<file path="src/hw/rtl/pidpl_pkg.sv">
// Shared types and constants for the PID position loop with manual override.
// No dependencies; used by the core and its checker.
package pidpl_pkg;

  typedef logic signed [7:0]  drive_t;
  typedef logic signed [13:0] target_t;
  typedef logic signed [14:0] err_t;
  typedef logic signed [15:0] deriv_t;
  typedef logic signed [23:0] sum_t;
  typedef logic [12:0]        pos_t;

  localparam logic [11:0] UPPER_RAW_LIMIT = 12'd3400;
  localparam logic [11:0] LOWER_RAW_LIMIT = 12'd200;
  localparam logic [14:0] STEP_OFFSET     = 15'd200;
  localparam logic [14:0] TARGET_MAX      = 15'd8191;
  localparam drive_t      DRIVE_MAX       = 8'sd127;
  localparam drive_t      STICK_MIN       = -8'sd128;
  localparam sum_t        SUM_MAX         = 24'sh7FFFFF;
  localparam sum_t        SUM_MIN         = -24'sh800000;

  typedef enum logic [2:0] {
    CFG_GAIN_P,
    CFG_GAIN_I,
    CFG_GAIN_D,
    CFG_ZONE,
    CFG_DEADBAND,
    CFG_OFFSET,
    CFG_LEFT_REV,
    CFG_RIGHT_REV
  } cfg_index_t;

  // drive decision made in the first stage, resolved once the PID sum exists
  typedef struct packed {
    logic   do_drive;
    logic   use_pid;
    drive_t manual;
  } drive_sel_t;

endpackage

</file>
<file path="src/hw/rtl/pid_position_loop_with_manual_override_core.sv">
// PID position loop with manual override: one control tick in, one command out.
// Depends on pidpl_pkg.
// Pipeline: decode registers, gain product registers, then the output register (sum).
// Throughput: one tick per cycle unless out_ready stalls the pipeline; loop state
// (target, integral, last error) is updated in the accept cycle. Up to three
// transactions wait while out_ready is low. Reset (rst, synchronous): gains and
// settings to defaults, loop state and held drives to zero, pipeline empty.
module pid_position_loop_with_manual_override_core (
  input  logic                    clk,
  input  logic                    rst,
  input  logic                    cfg_valid,
  output logic                    cfg_ready,
  input  pidpl_pkg::cfg_index_t   cfg_index,
  input  logic [12:0]             cfg_data,
  input  logic                    in_valid,
  output logic                    in_ready,
  input  logic [11:0]             raw_sample,
  input  logic                    main_step_up,
  input  logic                    main_step_down,
  input  logic                    partner_step_up,
  input  logic                    partner_step_down,
  input  logic signed [7:0]       stick_value,
  input  logic                    enabled,
  input  logic                    autonomous,
  output logic                    out_valid,
  input  logic                    out_ready,
  output logic signed [7:0]       left_drive,
  output logic signed [7:0]       right_drive,
  output logic signed [13:0]      target_position,
  output logic signed [14:0]      position_error
);
  import pidpl_pkg::*;

  // configuration
  logic [9:0]        gain_p, gain_i, gain_d;
  logic [12:0]       integral_zone;
  logic [6:0]        stick_deadband;
  logic signed [12:0] sensor_offset;
  logic              left_reverse, right_reverse;

  // loop state
  target_t target;
  logic    target_loaded;
  sum_t    error_sum;
  err_t    previous_error;
  drive_t  held_left, held_right;

  // pipeline registers
  logic       s1_valid, s2_valid;
  err_t       s1_err, s2_err;
  deriv_t     s1_deriv;
  sum_t       s1_sum;
  target_t    s1_target, s2_target;
  drive_sel_t s1_sel, s2_sel;
  logic signed [26:0] s2_prod_d, s2_prod_p;
  logic signed [34:0] s2_prod_i;

  logic out_free, s2_free, s2_go, s1_go, accept;

  assign cfg_ready = 1'b1;
  assign out_free  = !out_valid || out_ready;
  assign s2_go     = s2_valid && out_free;
  assign s2_free   = !s2_valid || out_free;
  assign s1_go     = s1_valid && s2_free;
  assign in_ready  = !s1_valid || s2_free;
  assign accept    = in_valid && in_ready;

  always_ff @(posedge clk) begin
    if (rst) begin
      gain_p         <= 10'd1;
      gain_i         <= '0;
      gain_d         <= '0;
      integral_zone  <= 13'd100;
      stick_deadband <= 7'd15;
      sensor_offset  <= '0;
      left_reverse   <= 1'b0;
      right_reverse  <= 1'b0;
    end else if (cfg_valid) begin
      case (cfg_index)
        CFG_GAIN_P:    gain_p         <= cfg_data[9:0];
        CFG_GAIN_I:    gain_i         <= cfg_data[9:0];
        CFG_GAIN_D:    gain_d         <= cfg_data[9:0];
        CFG_ZONE:      integral_zone  <= cfg_data;
        CFG_DEADBAND:  stick_deadband <= cfg_data[6:0];
        CFG_OFFSET:    sensor_offset  <= $signed(cfg_data);
        CFG_LEFT_REV:  left_reverse   <= cfg_data[0];
        CFG_RIGHT_REV: right_reverse  <= cfg_data[0];
        default: ;
      endcase
    end
  end

  // ---------------- stage 1: position, error, integral, source select
  logic signed [13:0] pos_raw;
  pos_t               pos;
  target_t            target_cur, target_next;
  err_t               err;
  logic [13:0]        abs_err;
  logic signed [24:0] sum_wide;
  sum_t               sum_sat, error_sum_next;
  deriv_t             deriv;
  drive_t             stick_c, dz;
  logic [14:0]        pos_up;
  logic               up_ok, dn_ok, any_button, button_up, dir_up, dir_dn;
  drive_sel_t         sel;

  always_comb begin
    pos_raw    = $signed({2'b00, raw_sample}) + {sensor_offset[12], sensor_offset};
    pos        = pos_raw[13] ? 13'(-pos_raw) : pos_raw[12:0];
    target_cur = target_loaded ? target : $signed({1'b0, pos});
    err        = {target_cur[13], target_cur} - $signed({2'b00, pos});
    abs_err    = err[14] ? 14'(-err) : err[13:0];

    sum_wide = {error_sum[23], error_sum} + {{10{err[14]}}, err};
    if (sum_wide[24] != sum_wide[23]) sum_sat = sum_wide[24] ? SUM_MIN : SUM_MAX;
    else                              sum_sat = sum_wide[23:0];
    error_sum_next = (abs_err < {1'b0, integral_zone}) ? sum_sat : '0;
    deriv = {err[14], err} - {previous_error[14], previous_error};

    stick_c = (stick_value == STICK_MIN) ? -DRIVE_MAX : stick_value;
    dz      = $signed({1'b0, stick_deadband});
    up_ok   = raw_sample < UPPER_RAW_LIMIT;
    dn_ok   = raw_sample > LOWER_RAW_LIMIT;
    any_button = main_step_up || main_step_down || partner_step_up || partner_step_down;
    button_up  = main_step_up || (!main_step_down && partner_step_up);

    sel    = '{do_drive: 1'b0, use_pid: 1'b0, manual: '0};
    dir_up = 1'b0;
    dir_dn = 1'b0;
    if (enabled && !autonomous) begin
      // a blocked source holds the drive; lower priorities are not tried
      if (any_button) begin
        if (button_up ? up_ok : dn_ok) begin
          sel.do_drive = 1'b1;
          sel.manual   = button_up ? DRIVE_MAX : -DRIVE_MAX;
          dir_up       = button_up;
          dir_dn       = !button_up;
        end
      end else if (stick_c > dz) begin
        if (up_ok) begin
          sel.do_drive = 1'b1;
          sel.manual   = stick_c;
          dir_up       = 1'b1;
        end
      end else if (stick_c < -dz) begin
        if (dn_ok) begin
          sel.do_drive = 1'b1;
          sel.manual   = stick_c;
          dir_dn       = 1'b1;
        end
      end else begin
        sel.do_drive = 1'b1;
        sel.use_pid  = 1'b1;
      end
    end else if (enabled) begin
      sel.do_drive = 1'b1;
      sel.use_pid  = 1'b1;
    end

    pos_up = {2'b00, pos} + STEP_OFFSET;
    if (dir_up)      target_next = (pos_up > TARGET_MAX) ? $signed(TARGET_MAX[13:0])
                                                         : $signed(pos_up[13:0]);
    else if (dir_dn) target_next = $signed({1'b0, pos}) - $signed(STEP_OFFSET[13:0]);
    else             target_next = target_cur;
  end

  always_ff @(posedge clk) begin
    if (rst) begin
      target         <= '0;
      target_loaded  <= 1'b0;
      error_sum      <= '0;
      previous_error <= '0;
      s1_valid       <= 1'b0;
    end else begin
      if (accept) begin
        target         <= target_next;
        target_loaded  <= 1'b1;
        error_sum      <= error_sum_next;
        previous_error <= err;
        s1_valid       <= 1'b1;
      end else if (s1_go) begin
        s1_valid <= 1'b0;
      end
    end
  end

  always_ff @(posedge clk) begin
    if (accept) begin
      s1_err    <= err;
      s1_deriv  <= deriv;
      s1_sum    <= error_sum_next;
      s1_target <= target_next;
      s1_sel    <= sel;
    end
  end

  // ---------------- stage 2: gain products
  always_ff @(posedge clk) begin
    if (rst) begin
      s2_valid <= 1'b0;
    end else if (s1_go) begin
      s2_valid <= 1'b1;
    end else if (s2_go) begin
      s2_valid <= 1'b0;
    end
  end

  always_ff @(posedge clk) begin
    if (s1_go) begin
      s2_prod_d <= 27'(s1_deriv * $signed({1'b0, gain_d}));
      s2_prod_i <= 35'(s1_sum * $signed({1'b0, gain_i}));
      s2_prod_p <= 27'(s1_err * $signed({1'b0, gain_p}));
      s2_err    <= s1_err;
      s2_target <= s1_target;
      s2_sel    <= s1_sel;
    end
  end

  // ---------------- stage 3: PID sum, saturation, drive hold
  logic signed [35:0] pid_sum;
  drive_t             pid_drive, drive;

  always_comb begin
    pid_sum = {{9{s2_prod_d[26]}}, s2_prod_d} + {s2_prod_i[34], s2_prod_i}
            + {{9{s2_prod_p[26]}}, s2_prod_p};
    if (pid_sum > 36'sd127)       pid_drive = DRIVE_MAX;
    else if (pid_sum < -36'sd127) pid_drive = -DRIVE_MAX;
    else                          pid_drive = pid_sum[7:0];
    drive = s2_sel.use_pid ? pid_drive : s2_sel.manual;
  end

  always_ff @(posedge clk) begin
    if (rst) begin
      held_left  <= '0;
      held_right <= '0;
      out_valid  <= 1'b0;
    end else begin
      if (s2_go) begin
        out_valid <= 1'b1;
        if (s2_sel.do_drive) begin
          held_left  <= left_reverse  ? -drive : drive;
          held_right <= right_reverse ? -drive : drive;
        end
      end else if (out_ready) begin
        out_valid <= 1'b0;
      end
    end
  end

  always_ff @(posedge clk) begin
    if (s2_go) begin
      target_position <= s2_target;
      position_error  <= s2_err;
    end
  end

  // held drives only change on the cycle the output register is reloaded
  assign left_drive  = held_left;
  assign right_drive = held_right;

endmodule

</file>
<file path="config.mk">
export PLATFORM = sky130hd
export DESIGN_NAME = pid_position_loop_with_manual_override_core
export DESIGN_NICKNAME = d
export VERILOG_FILES = /design/src/hw/rtl/pidpl_pkg.sv /design/src/hw/rtl/pid_position_loop_with_manual_override_core.sv
export SDC_FILE = /design/constraint.sdc
export NUM_CORES = 2
export LEC_CHECK = 0
export CAP_MARGIN = 20
export CELL_PAD_IN_SITES_DETAIL_PLACEMENT = 0
export CELL_PAD_IN_SITES_GLOBAL_PLACEMENT = 1
export CORE_ASPECT_RATIO = 1.1
export CORE_MARGIN = 2
export CORE_UTILIZATION = 47
export CTS_BUF_LIST = sky130_fd_sc_hd__clkbuf_4 sky130_fd_sc_hd__clkbuf_8 sky130_fd_sc_hd__clkbuf_16
export CTS_CLUSTER_DIAMETER = 30
export DETAILED_ROUTE_END_ITERATION = 10
export DONT_BUFFER_PORTS = 1
export PLACE_DENSITY_LB_ADDON = 0.1
export SLEW_MARGIN = 40
export SYNTH_ARGS = -nofsm -noshare
export SYNTH_HDL_FRONTEND = slang
export SYNTH_SLANG_ARGS = --single-unit
</file>
<file path="constraint.sdc">
create_clock -name clk -period 11.3 [get_ports clk]
set_input_delay 1.13 -clock clk [delete_from_list [all_inputs] [get_ports clk]]
set_output_delay 1.13 -clock clk [all_outputs]
set_load 0.02 [all_outputs]
</file>
# Yosys cells after proc, flatten, opt, wreduce, memory -nomap -nowiden
# Cells that the tools add are included.
# word_totals
ff_bits	374
input_bits	47
elab_cells	146
# classes
n_eq_ne	9
n_mul	3
addsub	12
reduce_logical	31
n_mux	49
order_cmp	8
# ops
operator	n
two-way mux 8 bit	13
two-way mux 24 bit	3
two-way mux 14 bit	5
adder 27 x 35 -> 36 bit	1
adder 36 bit	1
> comparator 36 x 8 -> 1 bit, second input constant	1
< comparator 36 x 8 -> 1 bit, second input constant	1
multiplier 24 x 11 -> 35 bit	1
multiplier 16 x 11 -> 27 bit	1
multiplier 15 x 11 -> 26 bit	1
adder 24 x 15 -> 25 bit	1
two-way mux 1 bit	25
AND reduction 2 bit	9
subtractor 15 x 15 -> 16 bit	1
subtractor 14 x 14 -> 15 bit	1
adder 13 x 13 -> 14 bit	1
adder 13 x 8 -> 14 bit, second input constant	1
> comparator 14 x 13 -> 1 bit, second input constant	1
< comparator 14 x 13 -> 1 bit	1
negator 14 bit	1
subtractor 13 x 8 -> 14 bit, second input constant	1
two-way mux 13 bit	1
negator 13 bit	1
== test 3 bit, second input constant	4
other kinds (16)	35

# Longest topological paths before layout
# depth
ltp_word	9
mapped_depth	41
depth_no_buf	39

# Least setup slack after synthesis
# OpenSTA, ideal clock, no wires.
# synth_path
kind	input to register
from	in out_ready
to	reg s2_err[0] (enable)
n_path_buf	0
required_time_ns	10.492
setup_time_ns	0.808
arrival_ns	10.379
cell_stages	2
slack_ns	0.113
path_cell_list	nor2b_1 > a21boi_0
# synth_via
elab_chain_cells	3
# synth_rtl
element	line	source
start: declaration	pid_position_loop_with_manual_override_core.sv:26	input logic out_ready,
logical OR 1 bit	pid_position_loop_with_manual_override_core.sv:61	assign out_free = !out_valid || out_ready;
logical OR 1 bit	pid_position_loop_with_manual_override_core.sv:63	assign s2_free = !s2_valid || out_free;
logical AND 1 bit	pid_position_loop_with_manual_override_core.sv:64	assign s1_go = s1_valid && s2_free;
via s1_go	pid_position_loop_with_manual_override_core.sv:58	logic out_free, s2_free, s2_go, s1_go, accept;
end signal: assignment	pid_position_loop_with_manual_override_core.sv:213	s2_err <= s1_err;
end: declaration	pid_position_loop_with_manual_override_core.sv:50	err_t s1_err, s2_err;
# The timed path passes the listed nets, and every way through them passes these cells.
# A chain may end at the register's enable or synchronous reset.

# Worst setup path in the final report
# layout_path
from	in raw_sample[1]
to	reg error_sum[14]
# layout_via
elab_chain_cells	9
elab_cells_between_ends	13
# layout_rtl
element	line	source
start: declaration	pid_position_loop_with_manual_override_core.sv:17	input logic [11:0] raw_sample,
adder 13 x 13 -> 14 bit (*)	pid_position_loop_with_manual_override_core.sv:108	pos_raw = $signed({2'b00, raw_sample}) + {sensor_offset[12], sensor_offset};
negator 13 bit	pid_position_loop_with_manual_override_core.sv:109	pos = pos_raw[13] ? 13'(-pos_raw) : pos_raw[12:0];
two-way mux 13 bit (*)	pid_position_loop_with_manual_override_core.sv:109	
two-way mux 14 bit	pid_position_loop_with_manual_override_core.sv:110	target_cur = target_loaded ? target : $signed({1'b0, pos});
subtractor 14 x 14 -> 15 bit (*)	pid_position_loop_with_manual_override_core.sv:111	err = {target_cur[13], target_cur} - $signed({2'b00, pos});
negator 14 bit or adder 24 x 15 -> 25 bit (tied branches)	pid_position_loop_with_manual_override_core.sv:112, pid_position_loop_with_manual_override_core.sv:114	
two-way mux 14 bit (tied with other cells)	pid_position_loop_with_manual_override_core.sv:112	abs_err = err[14] ? 14'(-err) : err[13:0];
< comparator 14 x 13 -> 1 bit or two-way mux 24 bit (tied branches)	pid_position_loop_with_manual_override_core.sv:117, pid_position_loop_with_manual_override_core.sv:115	
two-way mux 24 bit (*)	pid_position_loop_with_manual_override_core.sv:117	error_sum_next = (abs_err < {1'b0, integral_zone}) ? sum_sat : '0;
end signal: assignment	pid_position_loop_with_manual_override_core.sv:178	error_sum <= error_sum_next;
end: declaration	pid_position_loop_with_manual_override_core.sv:44	sum_t error_sum;
# Every way passes the cells marked *; elsewhere a longest branch is shown, timed or not.

==> results.sh <==
export IMPL_synth_top_area_share_pct=26.1
export IMPL_core_area_um2=86100
export IMPL_synth_top_cell_by_area="fa_1"
export IMPL_ys_flop_type="edfxtp_1"
export IMPL_place_ws_ns=1.96
export IMPL_cts_hold_buffers=0
export IMPL_synth_top_cells_by_area="fa_1, edfxtp_1, ha_1, dfxtp_1, inv_1"
export IMPL_routedWlPerCell_um=19.7
export IMPL_drc=0
export IMPL_vdd_ir_drop_max_uv=170
export IMPL_postCtsSetupRepairBufs=0
export IMPL_start_util_pct=47.3
export IMPL_dr_pass1_iters=5
export IMPL_cp_slowest_stage_delay_ns=0.56
export IMPL_via_count=29400
export IMPL_setup_viol=0
export IMPL_busiest_layer="met2"
export IMPL_port_buffers=0
export IMPL_grt_usage_pct=25.2
export IMPL_crit_required_ns=11.87
export IMPL_rsz0062_at_grt="no"
export IMPL_cp_end_kind="flop"
export IMPL_syn_num_nets=5206
export IMPL_num_rows=113
export IMPL_powerDensity_nw_per_um2=169
export IMPL_hold_violations=0
export IMPL_finalWorstSetupSlack_ns=2.37
export IMPL_ys_seq_elements=372
export IMPL_pin_count=95
export IMPL_use_met3_pct=3.24
export IMPL_tightest_slew_ns=0.906
export IMPL_skew_ns=0.0515
export IMPL_hp_class="reg -> reg"
export IMPL_antenna_found_initial=5
export IMPL_yosysWarnings=0
export IMPL_dieArea_um2=89000
export IMPL_place_area_um2=41800
export IMPL_ys_async_sr_fraction_pct=0
export IMPL_outcome="finished clean"
export IMPL_clockBufferDepth=3
export IMPL_ys_seq_area_share_pct=24.1
export IMPL_grt_pass1_vias=30900
export IMPL_cp_arrival_ns=9.50
export IMPL_layout_common_cells="inv_1, nand2_1, fa_1"
export IMPL_synth_cell_types=112
export IMPL_h_tree_depth=3
export IMPL_min_period_over_period_pct=79.0
export IMPL_layout_commonest_cell="inv_1"
export IMPL_grt_start_max_net_pins=98
export IMPL_drv_cap=0
export IMPL_dr_first_iter_drc_count=1802
export IMPL_slew_headroom_pct=39.4
export IMPL_cts_buffers=88
export IMPL_syn2layout_area_growth_pct=10.5
export IMPL_gp_congestion=0.848
export IMPL_leakage_nw=19.2
export IMPL_grt_pass1_wl_um=174000
export IMPL_worstSkewPairLatency_ns=0.65
export IMPL_critPathKind="in -> reg"
export IMPL_drive_gt1_share_pct=6.45
export IMPL_syn_inst=4301
export IMPL_clock_sinks=372
export IMPL_timing_final_crit_period_ns=8.93
export IMPL_gr_usage_met2_pct=41.7
export IMPL_cp_max_fo=23
export IMPL_fillers=8014
export IMPL_fin_nets=5158
export IMPL_startpoint_type="input pin"
export IMPL_met1_usage_pct=34.3
export IMPL_syn_area_um2=40700
export IMPL_drv_slew=0
export IMPL_dp_hpwl_um=83800
export IMPL_die_x_um=285
export IMPL_syn_avg_cell_area_um2=9.47
export IMPL_die_y_um=313
export IMPL_timing_fmax_ghz=0.112
export IMPL_setup_tns_final_ns=0
export IMPL_synth_enable_flop_cells=235
export IMPL_cts_clk_slew_worst_paths_ns=0.06
export IMPL_detail_route_antenna_nets=0
export IMPL_cts_tree="done"
export IMPL_critPathSlowestCell="o311ai_4"
export IMPL_crit_top_cell="a21o_1"
export IMPL_root_buffer="clkbuf_16"
export IMPL_cts_resized=0
export IMPL_via_per_inst=5.36
export IMPL_fin_area_um2=45000
export IMPL_gr_total_overflow=0
export IMPL_drt_wl_total_um=108000
## flip-flops by register name, summed over array words and instances, names as in the netlist, 7 cells and up
signal and count:
gain_d 10, target 14, position_error 15, right_drive 7, s2_prod_i 35, s2_prod_p 26
sensor_offset 13, left_drive 8, previous_error 15, gain_i 10, integral_zone 13, s2_prod_d 27
target_position 14, s1_target 14, stick_deadband 7, s1_err 15, s1_sel 10, s2_target 14
s1_deriv 16, s2_err 15, s1_sum 24, gain_p 10, error_sum 24, s2_sel 10
## cells in the mapped netlist (46+ instances only)
| cell | instances |
|---|---|
| nand2_1 | 539 |
| nand3_1 | 52 |
| a21o_1 | 49 |
| clkbuf_1 | 136 |
| o21ai_0 | 99 |
| edfxtp_1 | 235 |
| dfxtp_1 | 137 |
| ha_1 | 327 |
| xnor2_1 | 145 |
| xor2_1 | 46 |
| fa_1 | 531 |
| inv_1 | 628 |
| a21oi_1 | 226 |
| nor2_1 | 216 |
| nor3_1 | 61 |
| and2_1 | 327 |
## final cells by class
class	count	area (um2)	share of cell area [%]
antenna	2	5.00	0.0111
tap	1150	1440	3.20
clock buffer	97	2290	5.09
multi-input combinational	3129	27900	62.0
inverter	631	2370	5.27
timing repair buffer	31	255	0.567
clock inverter	68	933	2.07
sequential	372	9810	21.8
## layer usage
layer,wire (um),vias up
li1,-,14000
met5,0,-
met1,48900,14700
met2,50700,594
met4,3500,0
met3,4760,137
## report_power, final
part	total (W)	switching, W	internal (W)
Clock	0.00271	0.000898	0.00181
Sequential	0.00210	0.000389	0.00171
Combinational	0.00280	0.00171	0.00109
## worst max-delay path, delay by kind of cell
family	cells	cell delay [ns]
buffers and inverters	3	0.70
XOR/XNOR	1	0.14
AND/OR/NAND/NOR	6	1.20
multiplexers	3	0.83
AO/OA/AOI/OAI	22	4.45
adder cells (fa/ha/maj)	3	1.02
## worst paths after layout
kind,from,endpoint,slack [ns],depth (start not counted)
hold reg to reg,s2_err[4],position_error[4],0.40,0
hold / removal,s2_err[4],position_error[4],0.40,0
setup / recovery,raw_sample[1],error_sum[14],2.37,38
setup reg to reg,sensor_offset[1],error_sum[14],2.52,38
## stage by stage
step	power, W	cells	hold slack [ns]	utilization [%]
finish	0.00761	5480	0.403	52.3
global route	0.00812	5479	0.403	52.3
CTS	0.00766	5478	0.404	52.2
detailed placement	0.00491	5313	0.405	48.5
global placement	0.00490	5310	0.401	48.4
floorplan	0.00404	4301	0.400	-
## kinds of logic (layout without fill, tap and decap cells)
| logic type | count (synthesis) | after routing | synth area share [%] |
|---|---|---|---|
| compound gates | 660 | 660 | 10.7 |
| buf+inv | 800 | 827 | 7.58 |
| other cells | 1 | 3 | 0.00921 |
| fa+ha+maj | 859 | 859 | 36.2 |
| flops | 372 | 372 | 24.1 |
| xor+xnor | 192 | 192 | 4.15 |
| simple gates | 1391 | 1391 | 16.7 |
| mux | 26 | 26 | 0.679 |
(Power assumes the default switching activity.)
